==> src/design/fqs_pkg.sv <==
package fqs_pkg;

  localparam int DATA_W = 32;

  typedef enum logic [1:0] {
    ACT_ENQ    = 2'd0,
    ACT_DEQ    = 2'd1,
    ACT_SEARCH = 2'd2,
    ACT_CLEAR  = 2'd3
  } action_t;

  typedef enum logic [1:0] {
    ST_OK        = 2'd0,
    ST_DEQ_EMPTY = 2'd1,
    ST_ENQ_FULL  = 2'd2
  } status_t;

  typedef enum logic [1:0] {
    S_IDLE,
    S_SEARCH,
    S_FRONT,
    S_EMIT
  } state_t;

  // result fields of fixed width; the count travels beside it
  typedef struct packed {
    status_t             status;
    logic                found;
    logic [DATA_W-1:0]   front;
    logic [DATA_W-1:0]   rear;
  } res_t;

endpackage

==> src/design/fqs_ram.sv <==
module fqs_ram #(
  parameter int WIDTH = 32,
  parameter int DEPTH = 16
) (
  input  logic                     clk,
  input  logic                     wr_en,
  input  logic [$clog2(DEPTH)-1:0] wr_addr,
  input  logic [WIDTH-1:0]         wr_data,
  input  logic                     rd_en,
  input  logic [$clog2(DEPTH)-1:0] rd_addr,
  output logic [WIDTH-1:0]         rd_data
);

  logic [WIDTH-1:0] mem [DEPTH];

  always_ff @(posedge clk) begin
    if (wr_en) begin
      mem[wr_addr] <= wr_data;
    end
    if (rd_en) begin
      rd_data <= mem[rd_addr];
    end
  end

endmodule

==> src/design/fqs_ctrl.sv <==
module fqs_ctrl
  import fqs_pkg::*;
#(
  parameter int DEPTH = 16
) (
  input  logic                       clk,
  input  logic                       rst_n,
  input  logic                       start,
  input  action_t                    act,
  input  logic [DATA_W-1:0]          val,
  input  logic                       out_free,
  output logic                       busy,
  output logic                       res_load,
  output res_t                       res,
  output logic [$clog2(DEPTH+1)-1:0] res_count,
  output logic                       wr_en,
  output logic [$clog2(DEPTH)-1:0]   wr_addr,
  output logic [DATA_W-1:0]          wr_data,
  output logic                       rd_en,
  output logic [$clog2(DEPTH)-1:0]   rd_addr,
  input  logic [DATA_W-1:0]          rd_data
);

  localparam int AW = $clog2(DEPTH);
  localparam int CW = $clog2(DEPTH + 1);

  state_t            state_r, state_nxt;
  logic [AW-1:0]     head_r, head_nxt;
  logic [AW-1:0]     tail_r, tail_nxt;
  logic [CW-1:0]     count_r, count_nxt;
  logic [DATA_W-1:0] front_r, front_nxt;
  logic [DATA_W-1:0] rear_r, rear_nxt;
  logic [DATA_W-1:0] key_r, key_nxt;
  logic [AW-1:0]     scan_r, scan_nxt;
  logic [CW-1:0]     left_r, left_nxt;
  logic              found_r, found_nxt;
  status_t           status;
  logic              hit;

  function automatic logic [AW-1:0] ring_next(input logic [AW-1:0] i);
    return (i == AW'(DEPTH - 1)) ? '0 : i + 1'b1;
  endfunction

  // read data of the previous cycle's issued read
  assign hit  = (rd_data == key_r);
  assign busy = (state_r != S_IDLE);

  always_comb begin
    state_nxt = state_r;
    case (state_r)
      S_IDLE: begin
        if (start) begin
          case (act)
            ACT_DEQ: begin
              if (count_r != '0 && count_r != CW'(1)) state_nxt = S_FRONT;
            end
            ACT_SEARCH: begin
              if (count_r != '0) state_nxt = S_SEARCH;
            end
            default: state_nxt = S_IDLE;
          endcase
        end
      end
      S_SEARCH: begin
        if (hit || left_r == '0) state_nxt = S_EMIT;
      end
      S_FRONT: state_nxt = S_EMIT;
      S_EMIT: begin
        if (out_free) state_nxt = S_IDLE;
      end
      default: state_nxt = S_IDLE;
    endcase
  end

  always_comb begin
    head_nxt  = head_r;
    tail_nxt  = tail_r;
    count_nxt = count_r;
    front_nxt = front_r;
    rear_nxt  = rear_r;
    key_nxt   = key_r;
    scan_nxt  = scan_r;
    left_nxt  = left_r;
    found_nxt = found_r;
    status    = ST_OK;
    wr_en     = 1'b0;
    wr_addr   = tail_r;
    wr_data   = val;
    rd_en     = 1'b0;
    rd_addr   = scan_r;
    case (state_r)
      S_IDLE: begin
        if (start) begin
          found_nxt = 1'b0;
          case (act)
            ACT_ENQ: begin
              if (count_r < CW'(DEPTH)) begin
                wr_en     = 1'b1;
                tail_nxt  = ring_next(tail_r);
                count_nxt = count_r + 1'b1;
                rear_nxt  = val;
                if (count_r == '0) front_nxt = val;
              end else begin
                status = ST_ENQ_FULL;
              end
            end
            ACT_DEQ: begin
              if (count_r == '0) begin
                status = ST_DEQ_EMPTY;
              end else begin
                // fetch the new front entry
                head_nxt  = ring_next(head_r);
                count_nxt = count_r - 1'b1;
                rd_en     = 1'b1;
                rd_addr   = ring_next(head_r);
              end
            end
            ACT_SEARCH: begin
              if (count_r != '0) begin
                rd_en    = 1'b1;
                rd_addr  = head_r;
                scan_nxt = ring_next(head_r);
                left_nxt = count_r - 1'b1;
                key_nxt  = val;
              end
            end
            default: begin
              head_nxt  = '0;
              tail_nxt  = '0;
              count_nxt = '0;
            end
          endcase
        end
      end
      S_SEARCH: begin
        if (hit) begin
          found_nxt = 1'b1;
        end else if (left_r != '0) begin
          rd_en    = 1'b1;
          rd_addr  = scan_r;
          scan_nxt = ring_next(scan_r);
          left_nxt = left_r - 1'b1;
        end
      end
      S_FRONT: front_nxt = rd_data;
      default: ;
    endcase

    res_load   = (state_nxt == S_IDLE) &&
                 ((state_r == S_IDLE && start) || state_r == S_EMIT);
    res.status = status;
    res.found  = found_nxt;
    res.front  = (count_nxt != '0) ? front_nxt : '0;
    res.rear   = (count_nxt != '0) ? rear_nxt : '0;
    res_count  = count_nxt;
  end

  always_ff @(posedge clk) begin
    if (!rst_n) begin
      state_r <= S_IDLE;
      head_r  <= '0;
      tail_r  <= '0;
      count_r <= '0;
    end else begin
      state_r <= state_nxt;
      head_r  <= head_nxt;
      tail_r  <= tail_nxt;
      count_r <= count_nxt;
    end
  end

  always_ff @(posedge clk) begin
    front_r <= front_nxt;
    rear_r  <= rear_nxt;
    key_r   <= key_nxt;
    scan_r  <= scan_nxt;
    left_r  <= left_nxt;
    found_r <= found_nxt;
  end

endmodule

==> src/design/fifo_queue_with_search_core.sv <==
// Channel  Direction  Fields                                      Handshake
// in       input      action, data_value                          in_valid / in_stall
// out      output     status, found, front_value, rear_value,     out_valid / out_stall
//                     item_count, is_empty
//
// Enqueue, clear, a dequeue of an empty queue or of the last item, and a search of an empty
// queue finish on acceptance. A dequeue that leaves items passes S_FRONT and S_EMIT: the new
// front is read from the ring RAM. A search reads one stored entry per cycle through the
// single read port of the ring RAM, until a hit or the last entry, then passes S_EMIT.
// Reset clears head, tail and count; the RAM is not cleared, only valid entries are read.
// One item is in work at a time; a result waits in the output register under out_stall
// and the next item is taken once that register is free.
module fifo_queue_with_search_core
  import fqs_pkg::*;
#(
  parameter int QUEUE_DEPTH = 16
) (
  input  logic                                    clk,
  input  logic                                    rst_n,
  input  logic                                    in_valid,
  output logic                                    in_stall,
  input  logic [1:0]                              in_action,
  input  logic signed [DATA_W-1:0]                in_data_value,
  output logic                                    out_valid,
  input  logic                                    out_stall,
  output logic [1:0]                              out_status,
  output logic                                    out_found,
  output logic signed [DATA_W-1:0]                out_front_value,
  output logic signed [DATA_W-1:0]                out_rear_value,
  output logic [$clog2(QUEUE_DEPTH+1)-1:0]        out_item_count,
  output logic                                    out_is_empty
);

  localparam int AW = $clog2(QUEUE_DEPTH);
  localparam int CW = $clog2(QUEUE_DEPTH + 1);

  logic              busy;
  logic              out_free;
  logic              in_accept;
  logic              res_load;
  res_t              res;
  logic [CW-1:0]     res_count;

  logic              wr_en;
  logic [AW-1:0]     wr_addr;
  logic [DATA_W-1:0] wr_data;
  logic              rd_en;
  logic [AW-1:0]     rd_addr;
  logic [DATA_W-1:0] rd_data;

  logic              out_valid_r;
  status_t           out_status_r;
  logic              out_found_r;
  logic [DATA_W-1:0] out_front_r;
  logic [DATA_W-1:0] out_rear_r;
  logic [CW-1:0]     out_count_r;

  // output register can take a result this cycle
  assign out_free  = !out_valid_r || !out_stall;
  assign in_stall  = busy || !out_free;
  assign in_accept = in_valid && !in_stall;

  fqs_ram #(
    .WIDTH (DATA_W),
    .DEPTH (QUEUE_DEPTH)
  ) u_ram (
    .clk     (clk),
    .wr_en   (wr_en),
    .wr_addr (wr_addr),
    .wr_data (wr_data),
    .rd_en   (rd_en),
    .rd_addr (rd_addr),
    .rd_data (rd_data)
  );

  fqs_ctrl #(
    .DEPTH (QUEUE_DEPTH)
  ) u_ctrl (
    .clk       (clk),
    .rst_n     (rst_n),
    .start     (in_accept),
    .act       (action_t'(in_action)),
    .val       (in_data_value),
    .out_free  (out_free),
    .busy      (busy),
    .res_load  (res_load),
    .res       (res),
    .res_count (res_count),
    .wr_en     (wr_en),
    .wr_addr   (wr_addr),
    .wr_data   (wr_data),
    .rd_en     (rd_en),
    .rd_addr   (rd_addr),
    .rd_data   (rd_data)
  );

  // result register: valid is control, fields are payload
  always_ff @(posedge clk) begin
    if (!rst_n) begin
      out_valid_r <= 1'b0;
    end else if (res_load) begin
      out_valid_r <= 1'b1;
    end else if (!out_stall) begin
      out_valid_r <= 1'b0;
    end
  end

  always_ff @(posedge clk) begin
    if (res_load) begin
      out_status_r <= res.status;
      out_found_r  <= res.found;
      out_front_r  <= res.front;
      out_rear_r   <= res.rear;
      out_count_r  <= res_count;
    end
  end

  assign out_valid       = out_valid_r;
  assign out_status      = out_status_r;
  assign out_found       = out_found_r;
  assign out_front_value = out_front_r;
  assign out_rear_value  = out_rear_r;
  assign out_item_count  = out_count_r;
  assign out_is_empty    = (out_count_r == '0);

  // a new result never overwrites one that is still held
  a_load_free: assert property (@(posedge clk) disable iff (!rst_n)
    res_load |-> (!out_valid_r || !out_stall))
    else $error("result loaded while output held");

  // no item is taken while a search or dequeue is still in work
  a_no_accept_busy: assert property (@(posedge clk) disable iff (!rst_n)
    busy |-> in_stall)
    else $error("item accepted while busy");

  a_count_range: assert property (@(posedge clk) disable iff (!rst_n)
    out_valid |-> (out_item_count <= CW'(QUEUE_DEPTH)))
    else $error("item count beyond depth");

  a_empty_zero: assert property (@(posedge clk) disable iff (!rst_n)
    (out_valid && out_is_empty) |-> (out_front_value == '0 && out_rear_value == '0))
    else $error("front or rear nonzero on empty queue");

  a_found_ok: assert property (@(posedge clk) disable iff (!rst_n)
    (out_valid && out_found) |-> (out_status == ST_OK))
    else $error("found with error status");

endmodule

==> config.mk <==
export PLATFORM = sky130hd
export DESIGN_NAME = fifo_queue_with_search_core
export DESIGN_NICKNAME = d
export VERILOG_FILES = /design/src/design/fqs_pkg.sv /design/src/design/fqs_ram.sv /design/src/design/fqs_ctrl.sv /design/src/design/fifo_queue_with_search_core.sv
export SDC_FILE = /design/constraint.sdc
export NUM_CORES = 1
export LEC_CHECK = 0
export ABC_AREA = 1
export BUFFER_PORTS_ARGS = -buffer_cell sky130_fd_sc_hd__buf_2
export CORE_MARGIN = 2
export CORE_UTILIZATION = 60
export DETAILED_ROUTE_END_ITERATION = 16
export HOLD_SLACK_MARGIN = 0.12
export PLACE_DENSITY_LB_ADDON = 0.15
export SYNTH_ARGS = -nofsm -noshare
export SYNTH_HDL_FRONTEND = slang
export SYNTH_SLANG_ARGS = --single-unit
export TNS_END_PERCENT = 5
==> constraint.sdc <==
create_clock -name clk -period 5.9 [get_ports clk]
set_input_delay 0.295 -clock clk [delete_from_list [all_inputs] [get_ports clk]]
set_output_delay 0.295 -clock clk [all_outputs]
set_load 0.01 [all_outputs]
# Yosys cells after proc, flatten, opt, wreduce, memory -nomap -nowiden
# Memory sizes are Yosys's and may differ from the RTL's. A register that Yosys moved wholly into a read port is not among the register bits.
# Index checks and enable logic that the tools add are counted.
dict set report word_totals {
  regBits 194
  mem_bits_rw 512
  output_inout_bits 75
  word_cells 140
  mem_count 1
}
dict set report op_classes {
  addsub 6
  magnitude_cmp 1
  eq_ne 18
  n_mux 66
  bitwise 2
  n_reduce_logical 30
}
# memory words word_bits rd rd_clocked_by_memory_dff wr line_no
set mem_list {}
lappend mem_list {u_ram.mem 16 32 1 1 1 fqs_ram.sv:14} ;# logic [WIDTH-1:0] mem [DEPTH];
# operator n
set ops {}
lappend ops {{$mux W32} 8}
lappend ops {{$pmux W32 S2} 1}
lappend ops {{$mux W4} 14}
lappend ops {{$mux W5} 9}
lappend ops {{$eq A32 B32 Y1} 1}
lappend ops {{$pmux W4 S2} 4}
lappend ops {{$mux W1} 16}
lappend ops {{$logic_not A5 Y1} 3}
lappend ops {{$pmux W5 S3} 1}
lappend ops {{$reduce_bool A5 Y1} 3}
lappend ops {{$add A4 B1 Y4 const B} 3}
lappend ops {{$eq A4 B4 Y1 const B} 3}
lappend ops {{$mux W2} 6}
lappend ops {{$reduce_and A4 Y1} 3}
lappend ops {{$ne A2 B1 Y1 const B} 5}
lappend ops {{$pmux W5 S2} 1}
lappend ops {{$sub A5 B1 Y5 const B} 2}
lappend ops {{$pmux W2 S2} 2}
lappend ops {{$pmux W2 S4} 1}
lappend ops {{$eq A2 B2 Y1 const B} 3}
lappend ops {{$logic_not A2 Y1} 3}
lappend ops {{$ne A2 B2 Y1 const B} 3}
lappend ops {{$pmux W1 S2} 3}
lappend ops {{$reduce_and A6 Y1} 1}
lappend ops {{11 further kinds} 24}

# Depth between registers and ports, before layout
# Gate-level depths: netlist (run 1).
dict set report logic_depth {
  depth_word 11
  ltp_mapped 16
  mapped_depth_nobuf 13
}

# Hierarchy
# A second synthesis (run 1) with hierarchy kept.
dict set report hier_totals {
  cells_unflattened 3092
  hier_area_um2 31798.0
}
# module n_inst cells_each area_each_um2
set by_module_without_submodules {}
lappend by_module_without_submodules {fqs_ram 1 2120 23050.9}
lappend by_module_without_submodules {fqs_ctrl 1 885 6501.2}
lappend by_module_without_submodules {fifo_queue_with_search_core 1 87 2245.9}

# Least setup slack after synthesis (run 1)
# No wires, ideal clock.
dict set report synth_timing {
  kind {flip-flop to flip-flop}
  start {register u_ctrl.count_r[0]}
  end {register u_ram.rd_data[0], read port of u_ram.mem (enable)}
  arrival_time_ps 3277
  setup_slack_ps 2158
  stages_incl_launch_ff 6
  path_buffers 0
  period_less_slack_ps 3742
  path_cell_list {dfxtp_1 inv_1 ha_1 nand3_2 nand3_2 o21ai_0}
}
dict set report synth_between {
  elab_chain_len 5
}
# item line_no
set synth_lines {}
lappend synth_lines {{start: declaration} fqs_ctrl.sv:30} ;# logic [CW-1:0] count_r, count_nxt;
lappend synth_lines {{start signal: assignment} fqs_ctrl.sv:168} ;# count_r <= count_nxt;
lappend synth_lines {{$reduce_bool A5 Y1 or $logic_not A5 Y1 (tied branches)} {fqs_ctrl.sv:119, fqs_ctrl.sv:108}}
lappend synth_lines {{$mux W1, on equally long branches} {fqs_ctrl.sv:119, fqs_ctrl.sv:108}}
lappend synth_lines {{$pmux W1 S2 *} fqs_ctrl.sv:95} ;# case (act)
lappend synth_lines {{$mux W1 *} fqs_ctrl.sv:93} ;# if (start) begin
lappend synth_lines {{$pmux W1 S2 *} fqs_ctrl.sv:91} ;# case (state_r)
lappend synth_lines {{net rd_en} fifo_queue_with_search_core.sv:47} ;# logic rd_en;
lappend synth_lines {{end: declaration} fqs_ram.sv:11} ;# output logic [WIDTH-1:0] rd_data
# The timed path passes the listed nets; every way through them passes the cells marked *.
# A chain may end at the register's enable or synchronous reset.

# Final worst setup path (run 1)
dict set report layout_timing {
  start {register u_ctrl.state_r[0]}
  end {register u_ram.rd_data[8], read port of u_ram.mem (data pin)}
}
dict set report layout_between {
  elab_chain_len 6
}
# item line_no
set layout_lines {}
lappend layout_lines {{start: declaration} fqs_ctrl.sv:27} ;# state_t state_r, state_nxt;
lappend layout_lines {{start signal: assignment} fqs_ctrl.sv:165} ;# state_r <= state_nxt;
lappend layout_lines {{$reduce_bool A2 Y1} fqs_ctrl.sv:46} ;# assign busy = (state_r != S_IDLE);
lappend layout_lines {{$logic_or A1 B1 Y1} fifo_queue_with_search_core.sv:60} ;# assign in_stall = busy || !out_free;
lappend layout_lines {{$logic_not A1 Y1} fifo_queue_with_search_core.sv:61} ;# assign in_accept = in_valid && !in_stall;
lappend layout_lines {{$logic_and A1 B1 Y1} fifo_queue_with_search_core.sv:61}
lappend layout_lines {{$mux W1 or $mux W4 (tied branches)} fqs_ctrl.sv:93}
lappend layout_lines {{$pmux W1 S2 or $mux W4 (tied branches)} -}
# Several ways; a longest one is shown, not always the timed one.

==> metrics.csv, run 1 <==
stage;metric;value;unit
hold_path;min_path_type;in2reg;
setup_path;criticalPathCategory;reg2reg;
setup_path;cp.required;6370;ps
timing;timing.final.crit_share;70.32;%
die;io_pins;113;
timing;max-slew-margin-rel;13.13;%
synth;syn-num-nets;3091;
clocking;cts.sinks;738;
layout;num_antenna_cells;0;
setup_path;path_cells;nor2_8 > nand3_2 > inv_2 > nand3_2 > nand2_1 > nand2_4 > inv_4 > buf_12 > nand2_1 > nand3_1 > nand3_1 > nand2_1;
placed_design;post-place-ws;1817;ps
global_routing;antenna_found_initial;0;
synth;yosys.cell_types.count;39;
route;routed_wirelength;81400;um
power_and_ir_drop;irDropWorstVdd;312.0;uV
layout;finish.utilization;67.45;%
global_routing;grtUsageMet2;48.04;%
route;drc;0;
placed_design;port-buffer-count;112;
die;core;52660;sq um
route;drt_iter0_markers;2729;
setup_path;cp-start-kind;flop;
clocking;post_cts_buffers;0;
synth;yosysTopAreaCell;edfxtp_1;
placed_design;routabilityCongestion;0.8969;
setup_path;worstPathMaxFanout;72;
timing;fin_skew;18.64;ps
clocking;cts-resized-gates;0;
synth;ys_seq_elements;738;
global_routing;grt_max_degree;96;
global_routing;grt.busiest_layer;met2;
clocking;clock_path_buffers;3;
clocking;insertion_delay;610;ps
route;ant_nets;0;
setup_path;cp_common_cell;nand2_1;
synth;synthTopCellsByArea;edfxtp_1 62%, nand3_1 9.5%, nand2_1 7.3%;
route;vias_per_cell;5.856;
layout;nets;3136;
timing;worst_pin_slew;1300;ps
synth;ys_seq_area_share;66.78;%
power_and_ir_drop;p_total;12.13;mW
timing;fmaxAchievable;241.0;MHz
global_routing;met1_usage;39.90;%
synth;synth_top_area_share;61.71;%
layout;regArea;21350;sq um
timing;rsz0062_at_grt;no;
timing;fin_setup_tns;0;ps
synth;async_flop_share;0;%
run_status;status;finished, final reports clean;
die;core.rowCount;84;
die;die_w;234.8;um
placed_design;hpwl;48430;um
global_routing;grt_util_all_layers;29.49;%
clocking;cts_made_buffers;76;
flow_run;drv_cap;0;
global_routing;overflow;0;
die;fp.dieArea;55150;sq um
route;first_pass_iters;6;
layout;multiInputGateArea;8194;sq um
die;die_h;234.8;um
layout;drive_gt1_share;10.25;%
clocking;htree_levels;3;
synth;synth_area;31970;sq um
timing;finalHoldViolCount;0;
layout;nFillCells;3923;
clocking;path_clk_slew;60;ps
synth;syn_area_per_cell;10.53;sq um
route;wire_per_inst;21.25;um
route;via_count;22428;
timing;post-route-min-period;4149;ps
setup_path;critical-path-max-stage-delay;840;ps
power_and_ir_drop;power.density;341.6;nW/um^2
synth;synth_common_cells;657 x edfxtp_1, 623 x nand2_1, 605 x nand3_1;
setup_path;end_kind;flop;
setup_path;worstPathArrival;4620;ps
clocking;cts_tree;built;
global_routing;grt_pass1_vias;21647;
synth;yosysMostFrequentCell;edfxtp_1;
synth;synth_edf_count;657;
global_routing;grt_util_met3;4.429;%
synth;synth.yosys.warnings;0;
layout;area_growth;11.08;%
timing;setup_viol;0;
die;initial_core_util;60.72;%
setup_path;slowest_stage;inv_4;
timing;fin_ws;1751;ps
synth;syn_inst;3037;
clocking;root_buffer;clkbuf_16;
timing;slew_violations;0;
synth;ys.flop_type;edfxtp_1;
global_routing;grt_pass1_wl;126300;um
power_and_ir_drop;leakage;14.58;nW
clocking;hold_buffers;4;
==> where the power goes <==
| part | switching [mW] | total [mW] | internal [mW] | leakage, nW |
|---|---|---|---|---|
| Clock | 1.96 | 4.93 | 2.97 | 1.26 |
| Combinational | 0.829 | 1.16 | 0.333 | 6.66 |
| Sequential | 0.0826 | 6.04 | 5.96 | 6.67 |
==> layout make-up <==
cell class / instances / share of cell area [%]
Inverter: 459 / 4.858
Timing Repair Buffer: 140 / 2.304
Clock inverter: 30 / 0.9477
Tap cell: 688 / 2.424
Clock buffer: 108 / 6.278
Sequential cell: 738 / 60.12
Multi-Input combinational cell: 1667 / 23.07
==> cell families after synthesis <==
group | Yosys count | synth area share, %
fa+ha+maj | 16 | 0.6261
flops | 738 | 66.78
buf+inv | 632 | 8.250
simple gates | 1394 | 19.76
mux | 1 | 0.03131
compound gates | 227 | 3.765
xor+xnor | 29 | 0.7944
==> metal layers <==
layer  vias up  share of wire [%]
li1      10281                  -
met1     10810                 40
met2      1108                 49
met3       229                7.3
met4         0                4.3
met5         -                  0
==> stage by stage <==
step	cells	hold WS [ps]	instance area [sq um]
finish	3830	139.7	35520
global route	3830	138.3	35520
CTS	3830	128.6	35520
detailed placement	3688	455.4	32910
global placement	3688	459.7	32910
floorplan	3037	393.9	31970
==> flip-flops by register name, summed over array words and instances (netlist names), 5 cells and up <==
| name | cells |
|---|---|
| out_front_value | 32 |
| out_item_count | 5 |
| out_rear_value | 32 |
| u_ctrl.count_r | 5 |
| u_ctrl.front_r | 32 |
| u_ctrl.key_r | 32 |
| u_ctrl.left_r | 5 |
| u_ctrl.rear_r | 32 |
| u_ram.mem | 512 |
| u_ram.rd_data | 32 |
==> cell usage in the layout, fill, tap and decap left out, types with 54 or more instances in the layout <==
| master | n |
|---|---|
| edfxtp_1 | 657 |
| nand2_1 | 622 |
| nand3_1 | 605 |
| inv_1 | 451 |
| buf_2 | 112 |
| a21oi_1 | 102 |
| o21ai_0 | 91 |
| clkbuf_16 | 82 |
| dfxtp_1 | 81 |
| nor2_1 | 54 |
==> worst paths after layout <==
| path | startpoint | end | slack (ps) | depth (start not counted) |
|---|---|---|---|---|
| max | u_ctrl.state_r[0]$_SDFF_PN0_ | u_ram.rd_data[8]$_DFFE_PP_ | 1750 | 12 |
| min | out_stall | out_valid$_SDFFE_PN0P_ | 140 | 3 |
| max reg2reg | u_ctrl.state_r[0]$_SDFF_PN0_ | u_ram.rd_data[8]$_DFFE_PP_ | 1750 | 12 |
| min reg2reg | u_ctrl.rear_r[2]$_DFF_P_ | u_ctrl.rear_r[2]$_DFF_P_ | 490 | 2 |
==> critical path: cells and delay by family (launching register included) <==
family	cells	cell delay (ps)
and+or+nand+nor	9	1990
buffers and inverters	3	1330
DFF	1	540
No activity file was read; power rests on OpenSTA's default activity.
==> inputs of run 2 (changes only) <==
--- a/config.mk
+++ b/config.mk
@@ -8,7 +8,7 @@
 export ABC_AREA = 1
 export BUFFER_PORTS_ARGS = -buffer_cell sky130_fd_sc_hd__buf_2
 export CORE_MARGIN = 2
-export CORE_UTILIZATION = 60
+export CORE_UTILIZATION = 56
 export DETAILED_ROUTE_END_ITERATION = 16
 export HOLD_SLACK_MARGIN = 0.12
 export PLACE_DENSITY_LB_ADDON = 0.15
==> constraint.sdc (replaced) <==
create_clock -name clk -period 3.4 [get_ports clk]
set_input_delay 0.17 -clock clk [delete_from_list [all_inputs] [get_ports clk]]
set_output_delay 0.17 -clock clk [all_outputs]
set_load 0.01 [all_outputs]
==> run 2 against run 1 <==
Global-route usage shrank 0.64 points. Worst setup slack worse by 1400 ps. Final cell count is 3.8% higher. Via count grew 0.78%. First-iteration DRC count is 15% lower. Utilization fell by 2.8 points. Register-to-register slack worse by 1400 ps. Worst hold slack better by 220 ps. Sequential share of layout area fell by 1.5 points. Critical path depth is the same. Routed wire length rose by 4.1%. Total power rose by 72%. Critical endpoint is now u_ram.rd_data[5]$_DFFE_PP_. Largest cell class unchanged. Largest power group unchanged. Highest routed layer unchanged.
==> metrics.csv, run 2 (synthesis gave the netlist of run 1 again) <==
stage;metric;value;unit;change
run_status;status;finished, final reports clean;;unchanged
power_and_ir_drop;power.share.switching;23.96;%;was 23.66%
timing;slew_violations;0;;unchanged
global_routing;grt.busiest_layer;met2;;unchanged
setup_path;worstPathMaxFanout;54;;was 72
power_and_ir_drop;p_seq_share;50.3;%;was 49.8%
layout;largest_register_ffs;512;;unchanged
placed_design;port-buffer-count;112;;unchanged
route;vias_per_cell;5.685;;was 5.856
route;drc;0;;unchanged
timing;whs;359.0;ps;was 139.7 ps
power_and_ir_drop;leakage;14.98;nW;was 14.58 nW
timing;worst_pin_slew;999.3;ps;was 1300 ps
power_and_ir_drop;power.density;572.1;nW/um^2;was 341.6 nW/um^2
global_routing;met1_usage;39.56;%;was 39.90%
global_routing;grt_pass1_vias;21987;;was 21647
setup_path;cp.required;3880;ps;was 6370 ps
power_and_ir_drop;power_switching;4.993;mW;was 2.871 mW
timing;fin_setup_tns;0;ps;unchanged
route;via_count;22604;;was 22428
hold_path;min-delay-start;rst_n;;was out_stall
layout;drive_gt1_share;11.30;%;was 10.25%
layout;stdcell_area;36420;sq um;was 35520 sq um
setup_path;cp-start-kind;flop;;unchanged
route;wire_per_inst;21.31;um;was 21.25 um
power_and_ir_drop;clockPowerShare;39.9;%;was 40.7%
global_routing;grt_util_all_layers;28.85;%;was 29.49%
setup_path;regToRegStartpoint;u_ctrl.count_r[0]$_SDFF_PN0_;;was u_ctrl.state_r[0]$_SDFF_PN0_
setup_path;end_kind;flop;;unchanged
global_routing;overflow;0;;unchanged
clocking;path_clk_slew;60;ps;about the same
power_and_ir_drop;pwr-share-comb;9.8;%;was 9.6%
die;fp.dieArea;59020;sq um;was 55150 sq um
clocking;cts.sinks;738;;unchanged
setup_path;criticalPathCategory;reg2reg;;unchanged
clocking;clock_path_buffers;3;;unchanged
timing;max-slew-margin-rel;33.38;%;was 13.13%
route;ant_nets;0;;unchanged
die;core;56390;sq um;was 52660 sq um
die;initial_core_util;56.70;%;was 60.72%
die;die_w;242.9;um;was 234.8 um
die;io_pins;113;;unchanged
placed_design;place_area;33580;sq um;was 32910 sq um
setup_path;r2r_slack;380;ps;was 1750 ps
power_and_ir_drop;irDropWorstVdd;419.2;uV;was 312.0 uV
timing;setup_viol;0;;unchanged
clocking;cts_made_buffers;77;;was 76
setup_path;cp-startpoint;u_ctrl.count_r[0]$_SDFF_PN0_;;was u_ctrl.state_r[0]$_SDFF_PN0_
route;routed_wirelength;84730;um;was 81400 um
timing;rsz0062_at_grt;no;;unchanged
die;die_h;242.9;um;was 234.8 um
setup_path;worstPathArrival;3500;ps;was 4620 ps
die;core.rowCount;87;;was 84
global_routing;grtUsageMet2;46.64;%;was 48.04%
clocking;cts_tree;built;;unchanged
layout;final_common_cell;edfxtp_1;;unchanged
timing;finalHoldViolCount;0;;unchanged
layout;final_cell_mix;657 x edfxtp_1, 622 x nand2_1, 605 x nand3_1;;unchanged
timing;fin_skew;15.41;ps;was 18.64 ps
clocking;insertion_delay;620;ps;was 610 ps
global_routing;grt_util_met3;4.290;%;was 4.429%
route;first_pass_iters;5;;was 6
hold_path;min_path_type;in2reg;;unchanged
placed_design;hpwl;48960;um;was 48430 um
clocking;root_buffer;clkbuf_16;;unchanged
layout;nFillCells;4458;;was 3923
timing;post-route-min-period;3022;ps;was 4149 ps
layout;finish.utilization;64.60;%;was 67.45%
layout;top_register;u_ram.mem;;unchanged
timing;timing.final.crit_share;88.90;%;was 70.32%
timing;fmaxAchievable;330.9;MHz;was 241.0 MHz
clocking;htree_levels;3;;unchanged
global_routing;grt_max_degree;204;;was 96
layout;num_antenna_cells;0;;unchanged
power_and_ir_drop;internal_power;15.85;mW;was 9.262 mW
global_routing;grt_pass1_wl;130000;um;was 126300 um
route;drt_iter0_markers;2312;;was 2729
placed_design;routabilityCongestion;0.8769;;was 0.8969
layout;area_growth;13.93;%;was 11.08%
layout;nets;3211;;was 3136
flow_run;drv_cap;0;;unchanged
global_routing;antenna_found_initial;0;;unchanged
[run 2: cell types whose count changed in the layout (fill, tap and decap cells not counted), sizes merged]
cell | before | now
inv | 459 | 462
clkbuf | 108 | 101
buf | 136 | 177
clkinvlp | 0 | 1
dlygate4sd3 | 4 | 37
bufinv | 8 | 7
clkinv | 22 | 30
[run 2: cell type report]
cell class	instances	area, sq um	share of cell area (%)
Clock buffer	101	2091	5.740
Inverter	459	1725	4.737
Timing Repair Buffer	214	1732	4.754
Sequential cell	738	21350	58.62
Multi-Input combinational cell	1667	8194	22.50
Clock inverter	41	386.6	1.061
Tap cell	756	945.9	2.597
[run 2: power groups by stage]
| stage | clock [mW] | combinational (mW) | sequential, mW |
|---|---|---|---|
| CTS | 8.42 | 2.04 | 10.5 |
| detailed placement | 0 | 1.99 | 10.7 |
| floorplan | 0 | 1.24 | 10.7 |
| global placement | 0 | 1.94 | 10.7 |
| global route | 8.80 | 2.27 | 10.5 |
| finish | 8.31 | 2.04 | 10.5 |
[run 2: worst max-delay path, cell delays in order (launching register included)]
cell and delay [ps]:
dfxtp_1 430, inv_1 140, ha_1 260, nand3_2 140, nand3_2 210, nand2_1 180, nand2_4 90, inv_4 530
buf_12 310, nand3_1 130, nand3_1 110, nand3_1 120, nand2_1 130
[run 2: worst paths after layout]
path / depth (start not counted) / endpoint
worst min-delay path: 4 / u_ctrl.head_r[2]$_SDFFE_PN0P_
worst min register to register: 2 / u_ctrl.found_r$_DFF_P_
worst max-delay path: 12 / u_ram.rd_data[5]$_DFFE_PP_
worst max register to register: 12 / u_ram.rd_data[5]$_DFFE_PP_
[run 2: stage by stage]
stage | std cells | worst slack (ps) | power [mW]
2_1_floorplan | 3037 | 89.68 | 11.93
3_3_place_gp | 3797 | 529.6 | 12.60
3_5_place_dp | 3797 | 418.6 | 12.66
4_1_cts | 3976 | 412.3 | 20.94
5_1_grt | 3976 | 190.1 | 21.58
6_report | 3976 | 377.5 | 20.84
[run 2: per-layer routing]
layer  share of wire [%]  vias up  wire length (um)
met5                   0        -                 0
met4                 3.8        0              3217
met3                 7.8      194              6596
met2                  48     1027             40490
met1                  41    10948             34420
li1                    -    10435                 -
[run 2: repair_timing]
action,CTS,global route
hold buffers,37,0
hold endpoints to repair,569,0
setup buffers,0,0
gates resized for setup,0,0
